`src/sle_pkg.sv`:
```
`timescale 1ns / 1ps
// ----------------------------------------------------------------------------
// Sorted list engine package
// Shared types and constants for the sorted list engine and its cell chain.
// ----------------------------------------------------------------------------
package sle_pkg;

    localparam int VALUE_W     = 32;
    localparam int OP_W        = 2;
    localparam int STATUS_W    = 2;
    localparam int COUNT_OUT_W = 7;
    localparam int S_TDATA_W   = 40;
    localparam int M_TDATA_W   = 16;

    typedef enum logic [OP_W-1:0] {
        OP_INSERT = 2'd0,
        OP_FIND   = 2'd1,
        OP_DELETE = 2'd2
    } t_op;

    typedef enum logic [STATUS_W-1:0] {
        ST_OK      = 2'd0,
        ST_MISSING = 2'd1,
        ST_FULL    = 2'd2
    } t_status;

    typedef enum logic {
        S_IDLE = 1'b0,
        S_EXEC = 1'b1
    } t_state;

    // Compare phase broadcast, issued on the input transfer.
    typedef struct packed {
        logic               en;
        logic [VALUE_W-1:0] value;
    } t_cmp_cmd;

    // Update phase broadcast, issued when the command completes.
    typedef struct packed {
        logic               ins;
        logic               del;
        logic [VALUE_W-1:0] value;
    } t_apply_cmd;

endpackage

```
`src/sle_cell.sv`:
```
`timescale 1ns / 1ps
// ----------------------------------------------------------------------------
// Sorted list engine cell
// Holds one entry, compares it against the broadcast value and shifts it
// toward a neighbor on insert or delete.
// ----------------------------------------------------------------------------
module sle_cell #(
    parameter int CW    = 7,
    parameter int INDEX = 0
) (
    input  logic                         i_clk,
    input  sle_pkg::t_cmp_cmd            i_cmp,
    input  sle_pkg::t_apply_cmd          i_apply,
    input  logic [CW-1:0]                i_count,
    input  logic [sle_pkg::VALUE_W-1:0]  i_left_value,
    input  logic                         i_left_le,
    input  logic [sle_pkg::VALUE_W-1:0]  i_right_value,
    output logic [sle_pkg::VALUE_W-1:0]  o_value,
    output logic                         o_le,
    output logic                         o_eq
);
    import sle_pkg::*;

    localparam logic [CW-1:0] IDX = CW'(INDEX);

    logic [VALUE_W-1:0] r_value;
    logic [VALUE_W-1:0] n_value;
    logic               r_le;
    logic               r_ge;
    logic               r_eq;
    logic               w_active;

    assign w_active = (IDX < i_count);

    always_ff @(posedge i_clk) begin
        if (i_cmp.en) begin
            r_le <= w_active && (r_value <= i_cmp.value);
            r_ge <= w_active && (r_value >= i_cmp.value);
            r_eq <= w_active && (r_value == i_cmp.value);
        end
        r_value <= n_value;
    end

    // Insert: cells above the insertion point take the left neighbor; the
    // first cell above takes the new value. Delete: the matching cell and
    // all above it take the right neighbor.
    always_comb begin
        priority if (i_apply.ins && !r_le) begin
            n_value = i_left_le ? i_apply.value : i_left_value;
        end else if (i_apply.del && r_ge) begin
            n_value = i_right_value;
        end else begin
            n_value = r_value;
        end
    end

    assign o_value = r_value;
    assign o_le    = r_le;
    assign o_eq    = r_eq;

endmodule

```
`config.mk`:
```
export PLATFORM = sky130hd
export DESIGN_NAME = sle_cell
export DESIGN_NICKNAME = d
export VERILOG_FILES = /design/src/sle_pkg.sv /design/src/sle_cell.sv
export SDC_FILE = /design/constraint.sdc
export NUM_CORES = 1
export LEC_CHECK = 0
export BUFFER_PORTS_ARGS = -buffer_cell sky130_fd_sc_hd__buf_2
export CAP_MARGIN = 20
export CORE_ASPECT_RATIO = 0.6
export CORE_MARGIN = 5
export CORE_UTILIZATION = 44
export DETAILED_ROUTE_END_ITERATION = 10
export PLACE_DENSITY = 0.89
export SLEW_MARGIN = 40
export SYNTH_ARGS = -nofsm -noshare
export SYNTH_HDL_FRONTEND = slang
export SYNTH_SLANG_ARGS = --single-unit
```
`constraint.sdc`:
```
create_clock -name i_clk -period 3.4 [get_ports i_clk]
set_input_delay 0.34 -clock i_clk [delete_from_list [all_inputs] [get_ports i_clk]]
set_output_delay 0.34 -clock i_clk [all_outputs]
set_load 0.005 [all_outputs]
```
After elaboration in Yosys (flattened, before gate mapping)
Cells that the tools add are included.
{"block": "classes", "mux": 3, "n_eq_ne": 1, "n_lt_le_gt_ge": 3, "n_reduce_logical": 7}
{"op": "32-bit 2-to-1 mux", "count": 3}
{"op": "32-bit equality test", "count": 1}
{"op": "32-bit >= comparator", "count": 1}
{"op": "32-bit less-or-equal comparator", "count": 1}
{"op": "1-bit by 7-bit less-than comparator with 1-bit output (first input constant)", "count": 1}
{"op": "1-bit logical AND", "count": 5}
{"op": "2-bit nonzero test", "count": 1}
{"op": "1-bit logical NOT", "count": 1}
{"block": "totals", "elab_cells": 18, "input_bits": 140, "regBits": 35, "out_inout_bits": 34}

Depth between registers and ports, before layout
Gate-level depths: netlist (run 1).
{"block": "depth", "depth_word": 3, "mapped_depth": 7, "ltp_nobuf": 7}

Worst setup path after synthesis (run 1)
OpenSTA, ideal clock, no wires.
{"block": "synth_timing", "path_kind": "reg-to-reg", "from": "register r_le (netlist: o_le)", "to": "register r_value[0] (netlist: o_value[0]) (enable)", "synth_period_minus_slack_ns": 2.061, "arrival_ns": 1.583, "path_buffers": 2, "path_slack_ns": 1.339, "setup_ns": 0.478, "path_stages_with_launch": 5, "required_ns": 2.922, "cell_sequence": "edfxtp_1 > nand2b_1 > clkbuf_1 > clkbuf_1 > nand2_1"}
{"block": "synth_between", "elab_chain_cells": 3}
{"element": "start, declared", "line": "sle_cell.sv:28", "source": "logic r_le;"}
{"element": "start signal, assigned", "line": "sle_cell.sv:37", "source": "r_le <= w_active && (r_value <= i_cmp.value);"}
{"element": "1-bit logical NOT", "line": "sle_cell.sv:48", "source": "priority if (i_apply.ins && !r_le) begin"}
{"element": "1-bit logical AND", "line": "sle_cell.sv:48"}
{"element": "2-bit nonzero test (no source line)"}
{"element": "end signal, assigned", "line": "sle_cell.sv:41", "source": "r_value <= n_value;"}
{"element": "end, declared", "line": "sle_cell.sv:26", "source": "logic [VALUE_W-1:0] r_value;"}
Every way passes these cells.
A chain may end at the register's enable or synchronous reset.

Worst setup path after layout (run 1)
{"block": "layout_timing", "from": "register r_value[14] (netlist: o_value[14])", "to": "register r_le (netlist: o_le), data pin"}
{"block": "layout_between", "elab_chain_cells": 2}
{"element": "32-bit less-or-equal comparator", "line": "sle_cell.sv:37"}
{"element": "1-bit logical AND", "line": "sle_cell.sv:37"}
Every way passes these cells.

==> flow_metrics.py, run 1 <==
metrics = {
    "layout": {
        "fin_nets": 606,
        "syn2layout_area_growth_pct": 39.7,
        "design_area_um2": 3600,
        "drive_gt1_share_pct": 42.9,
        "final_cells": 514,
        "num_antenna_cells": 0,
    },
    "power": {
        "power_density_nw_per_um2": 340,
        "power_leakage_nw": 1.95,
        "p_sw_mw": 0.361,
        "share_clk_of_total_power_pct": 22.9,
        "ir_drop_uv": 176,
        "p_int_mw": 0.865,
        "power_frac_seq_pct": 46.6,
        "combPwrFrac_pct": 30.4,
        "swShare_pct": 29.4,
    },
    "sta": {
        "finalCritPeriodShare_pct": 70.7,
        "worstMarginPinSlew_ns": 0.582,
        "fmax_ghz": 0.416,
        "timing_max_transition_violations_final": 0,
        "finalSetupViolations": 0,
        "hold_viol_final": 0,
        "finalCriticalPeriod_ns": 2.40,
        "clock_skew_ns": 0.00460,
        "relSlewSlack_pct": 60.9,
        "fin_tns_setup_ns": 0,
        "rsz0062_at_grt": "false",
    },
    "floorplan": {
        "floorplan.die.height_um": 69.3,
        "rows": 21,
        "die_w_um": 109,
        "start_util_pct": 45.9,
        "core_region_area_um2": 5620,
        "io_pins": 174,
        "die_area_um2": 7550,
    },
    "yosys": {
        "ys.flop_type": "edfxtp_1",
        "synth_area_um2": 2580,
        "synth_seq_cells": 35,
        "syn-instance-count": 263,
        "synth.yosys.seq_area_share_pct": 40.7,
        "syn_avg_cell_area_um2": 9.81,
        "yosys_warnings": 0,
        "async_flop_share_pct": 0,
        "synth_edf_count": 35,
        "synth_nets": 435,
        "netlist-cell-type-count": 30,
    },
    "route": {
        "wl_um": 7530,
        "top_layer_used": "met4",
        "drcViolationCount": 0,
        "drt_iter0_drc": 86,
        "viasPerCell": 4.88,
        "wl_met1_um": 3210,
        "wl_met3_um": 701,
        "wl_met2_um": 3550,
        "postRouteAntennaNets": 0,
        "wl_per_cell_um": 14.6,
        "vias": 2509,
        "drtPass1Iterations": 4,
    },
    "worst_setup_path": {
        "crit_arrival_ns": 2.44,
        "endpoint_kind": "flop",
        "required_ns": 3.43,
        "worstPathMaxFanout": 3,
        "cpPeakStageDelay_ns": 0.59,
        "cp_top_family": "simple AND/OR/NAND/NOR gates",
        "crit_type": "reg -> reg",
        "cp_slowest_cell": "nor4_1",
        "worst_setup_path_start_kind": "flop",
        "cp_cell_sequence": "ha_1 -> nand4_1 -> nor4_1 -> a21boi_0 -> o31ai_1 -> a31o_1",
        "crit_buf_inv": 0,
    },
    "placement": {
        "place_area_um2": 3530,
        "portBuffers": 173,
        "place.gp.congestion": 0.807,
        "hpwlAfterDp_um": 6360,
        "placed_cells": 507,
    },
    "clock_network": {
        "clkLatencyLatePin_ns": 0.28,
        "clock_path_buffers": 2,
        "cts_hold_buf": 0,
        "clockRootBuffer": "clkbuf_8",
        "clock-sinks": 35,
        "cts_tree": "yes",
        "ctsResizeCount": 0,
        "clk_pin_slew_ns": 0.07,
        "h-tree-depth": 2,
        "post_cts_buffers": 0,
        "cts_buffers": 5,
    },
    "global_routing": {
        "grt.overflow.total": 0,
        "grt_pass1_wl_um": 12000,
        "grt_pass1_vias": 2689,
        "grt_max_degree": 66,
        "antenna_found_initial": 0,
        "track_usage_pct": 19.7,
    },
    "run_status": {
        "status": "finished, final reports clean",
    },
    "job": {
        "timing.max_cap.violations": 0,
    },
    "hold_path": {
        "hold_class": "in -> reg",
    },
}
path summary, 6_finish.rpt:
kind	from	end	slack, ns	cells after the start
worst max-delay path	o_value[14]	o_le	1.0	6
worst min-delay path	i_cmp[32]	o_eq	0.31	1
worst min register to register	r_ge	o_value[25]	0.86	3
worst max register to register	o_value[14]	o_le	1.0	6
metal layers:
metal,GRT usage (%),vias to the layer above
li1,-,1287
met1,25.0,1106
met2,33.2,107
met3,5.40,9
met4,4.34,0
met5,0,-
placed cells by master, fill, tap and decap left out, types with 2 or more instances in the layout:
cell type / Yosys / final
buf_2: 3 / 172
nand2_1: 41 / 41
edfxtp_1: 35 / 35
o21ai_0: 34 / 34
inv_1: 33 / 33
mux2i_1: 32 / 32
ha_1: 32 / 32
a21oi_1: 10 / 10
nand3_1: 5 / 5
clkbuf_8: 0 / 5
nand4_1: 4 / 4
and4_1: 3 / 3
buf_4: 0 / 3
nor2_1: 2 / 2
a221o_1: 2 / 2
o211ai_1: 2 / 2
a21o_1: 2 / 2
a221oi_1: 2 / 2
metrics by stage:
stage	hold slack (ns)	power (mW)	utilization, %	setup WS, ns
2_1_floorplan	0.452	0.769	-	1.34
3_5_place_dp	0.601	0.955	62.7	1.04
5_1_grt	0.295	1.32	64.1	0.804
3_3_place_gp	0.586	0.935	62.6	1.21
6_report	0.315	1.23	64.1	0.997
4_1_cts	0.307	1.24	64.1	1.05
flip-flops by register name (all words and copies together) (netlist names):
signal / count
o_value: 32
o_eq: 1
o_le: 1
r_ge: 1
synth_stat cells, drive strengths merged (3+ instances only):
| cell | count | share of area, % |
|---|---|---|
| nor2 | 3 | 0.53 |
| and4 | 3 | 1.0 |
| nand2 | 41 | 6.0 |
| inv | 33 | 4.8 |
| ha | 32 | 16 |
| a21oi | 10 | 1.9 |
| nand3 | 5 | 0.97 |
| nand4 | 4 | 0.97 |
| o21ai | 34 | 6.6 |
| mux2i | 32 | 12 |
| clkbuf | 8 | 1.2 |
| edfxtp | 35 | 41 |
| buf | 3 | 0.58 |
power by group through the flow:
stage / clock, mW / sequential (mW) / combinational (mW)
after floorplan: 0 / 0.584 / 0.185
after global placement: 0 / 0.578 / 0.357
after detailed placement: 0 / 0.582 / 0.374
after CTS: 0.289 / 0.572 / 0.377
after global routing: 0.315 / 0.578 / 0.423
final: 0.281 / 0.572 / 0.373
cell families after synthesis:
group                      Yosys count  share of synthesized area [%]
and+or+nand+nor                     63                           12.1
AOI/OAI and AO/OA                   57                           12.7
buffers and inverters               44                           6.54
DFF                                 35                           40.7
muxes                               32                           12.4
adders and majority gates           32                           15.5
worst register-to-register path, cell delays in order (launching register included):
cell and delay [ns]:
edfxtp_1 0.40, ha_1 0.33, nand4_1 0.19, nor4_1 0.59
a21boi_0 0.35, o31ai_1 0.12, a31o_1 0.19
area by class of cell:
cell class                      count  area [um^2]
Clock buffer                        5         68.8
Clock inverter                      2         8.76
Sequential cell                    35         1050
Fill cell                         522         2020
Inverter                           33          124
Multi-Input combinational cell    184         1370
Timing Repair Buffer              175          883
Tap cell                           80          100
No activity file was read; power rests on OpenSTA's default activity.
==> inputs of run 2 (changes only) <==
ABC_AREA = 1   (was not set)
CORE_UTILIZATION = 43   (was 44)
PLACE_DENSITY = 0.87   (was 0.89)
clock period = 2.22 ns   (was 3.4 ns; I/O delays follow)
==> flow_metrics.py, run 2 <==
metrics = {
    "run_status": {
        "status": "finished, final reports clean",
    },
    "worst_setup_path": {
        "cp_top_family": "flip-flops",
        "cp_common_cell": "nand2_1",
        "required_ns": 2.26,
        "cp_slowest_cell": "edfxtp_1",
        "crit_buf_inv": 0,
        "crit_type": "reg -> reg",
        "cp.depth": 9,
        "cpPeakStageDelay_ns": 0.42,
        "worst_setup_path_start_kind": "flop",
        "crit_path_start": "o_value[11]",
        "endpoint_kind": "flop",
        "worstPathMaxFanout": 3,
        "cp_cell_sequence": "ha_1 -> a21oi_1 -> nand2_1 -> a21oi_1 -> nand2_1 -> nand2_1 -> nand2_1 -> nand2_1 -> nand2_1",
        "r2r-start": "o_value[11]",
        "ff2ff_path_depth": 9,
        "crit_arrival_ns": 1.78,
    },
    "layout": {
        "nFillCells": 515,
        "largest_reg_flops": 32,
        "layout_common_cells": "173 x buf_2, 68 x nand2_1, 40 x inv_1, 40 x nor2_1",
        "num_antenna_cells": 0,
        "drive_gt1_share_pct": 40.4,
        "syn2layout_area_growth_pct": 39.3,
        "final_common_cell": "buf_2",
        "fin_nets": 676,
        "final_cells": 589,
        "utilization_pct": 61.0,
    },
    "yosys": {
        "synth.most_common_cell": "nand2_1",
        "synth_edf_count": 35,
        "yosys_warnings": 0,
        "synth_top_area_share_pct": 39.8,
        "netlist-cell-type-count": 22,
        "ys.flop_type": "edfxtp_1",
        "synth_seq_cells": 35,
        "synth_common_cells": "68 x nand2_1, 40 x inv_1, 40 x nor2_1",
        "synth.yosys.seq_area_share_pct": 39.8,
        "syn_avg_cell_area_um2": 7.98,
        "synth_area_um2": 2640,
        "synth_area_leaders": "edfxtp_1 40%, ha_1 15%, nand2_1 9.7%",
        "synth_nets": 503,
        "syn-instance-count": 331,
        "async_flop_share_pct": 0,
        "synth_top_area_cell": "edfxtp_1",
    },
    "placement": {
        "hpwlAfterDp_um": 6930,
        "portBuffers": 173,
        "place.gp.congestion": 0.848,
        "placed_cells": 581,
    },
    "power": {
        "p_sw_mw": 0.632,
        "ir_drop_uv": 336,
        "power_density_nw_per_um2": 537,
        "p_int_mw": 1.34,
        "share_clk_of_total_power_pct": 23.0,
        "power_leakage_nw": 1.97,
        "power_frac_seq_pct": 44.5,
        "combPwrFrac_pct": 32.4,
        "swShare_pct": 32.0,
    },
    "sta": {
        "timing_max_transition_violations_final": 0,
        "fmax_ghz": 0.575,
        "finalCritPeriodShare_pct": 78.4,
        "worstMarginPinSlew_ns": 0.601,
        "finalCriticalPeriod_ns": 1.74,
        "rsz0062_at_grt": "false",
        "finalSetupViolations": 0,
        "fin_tns_setup_ns": 0,
        "hold_viol_final": 0,
        "relSlewSlack_pct": 59.9,
        "clock_skew_ns": 0.00494,
        "holdWs_ns": 0.181,
    },
    "hold_path": {
        "hold_class": "in -> reg",
        "min_from": "i_cmp[32]",
        "worstHoldPathCells": 1,
    },
    "floorplan": {
        "die_w_um": 111,
        "rows": 22,
        "core_region_area_um2": 6030,
        "floorplan.die.height_um": 70.7,
        "die_area_um2": 7860,
        "start_util_pct": 43.8,
        "io_pins": 174,
    },
    "route": {
        "viasPerCell": 4.90,
        "drtPass1Iterations": 4,
        "drcViolationCount": 0,
        "drt_iter0_drc": 123,
        "wl_um": 8430,
        "wl_per_cell_um": 14.3,
        "postRouteAntennaNets": 0,
        "vias": 2885,
    },
    "clock_network": {
        "clkLatencyLatePin_ns": 0.28,
        "clk_pin_slew_ns": 0.08,
        "cts_hold_buf": 0,
        "post_cts_buffers": 0,
        "clock_path_buffers": 2,
        "ctsResizeCount": 0,
        "cts_buffers": 5,
        "h-tree-depth": 2,
        "clock-sinks": 35,
        "clockRootBuffer": "clkbuf_8",
        "cts_tree": "yes",
    },
    "global_routing": {
        "grt_pass1_vias": 2970,
        "grt_pass1_wl_um": 13300,
        "antenna_found_initial": 0,
        "grt_max_degree": 34,
        "grt.overflow.total": 0,
        "track_usage_pct": 21.0,
    },
    "job": {
        "timing.max_cap.violations": 0,
    },
}
-- run 2: worst paths after layout --
check | end | slack (ns)
worst max register to register | r_ge | 0.48
worst min register to register | o_value[30] | 0.84
worst min-delay path | o_eq | 0.18
worst max-delay path | r_ge | 0.48
-- run 2: area by class of cell --
type | instances | area, um^2 | area share [%]
sequential | 35 | 1050 | 28.6
clock buffer | 5 | 68.8 | 1.87
tap | 84 | 105 | 2.86
timing repair buffer | 178 | 903 | 24.6
inverter | 44 | 165 | 4.49
clock inverter | 3 | 20.0 | 0.544
multi-input combinational | 240 | 1370 | 37.1
-- run 2: metal layers --
layer  up-vias  track usage, %  share of wire [%]
met5         -               0                  0
met4         0            5.80               0.75
met3         6            6.15                 11
met2       144            36.5                 48
met1      1283            25.6                 41
li1       1452               -                  -
-- run 2: cells by family after synthesis --
group | share of synthesized area, %
AND/OR/NAND/NOR | 20.8
AO/OA/AOI/OAI | 15.7
buffers and inverters | 8.53
flip-flops | 39.8
adder cells (fa/ha/maj) | 15.2
-- run 2: worst reg2reg max path: cells and delay by family, from the launching register on --
kind	cells	cell delay (ns)
AOI/OAI and AO/OA	2	0.37
adders and majority gates	1	0.33
DFF	1	0.42
and+or+nand+nor	6	0.40
-- run 2: power by group through the flow --
stage | registers, mW | clock network, mW | logic, mW
2_1_floorplan | 0.900 | 0 | 0.336
3_3_place_gp | 0.890 | 0 | 0.615
3_5_place_dp | 0.895 | 0 | 0.646
4_1_cts | 0.881 | 0.475 | 0.649
5_1_grt | 0.891 | 0.513 | 0.727
6_report | 0.880 | 0.455 | 0.641
-- run 2: through the flow --
stage / power, mW / cell area (um^2) / worst slack (ns)
final: 1.98 / 3680 / 0.480
after global routing: 2.13 / 3680 / 0.373
after CTS: 2.01 / 3680 / 0.455
after detailed placement: 1.54 / 3590 / 0.469
after global placement: 1.51 / 3590 / 0.490
after floorplan: 1.24 / 2640 / 0.312
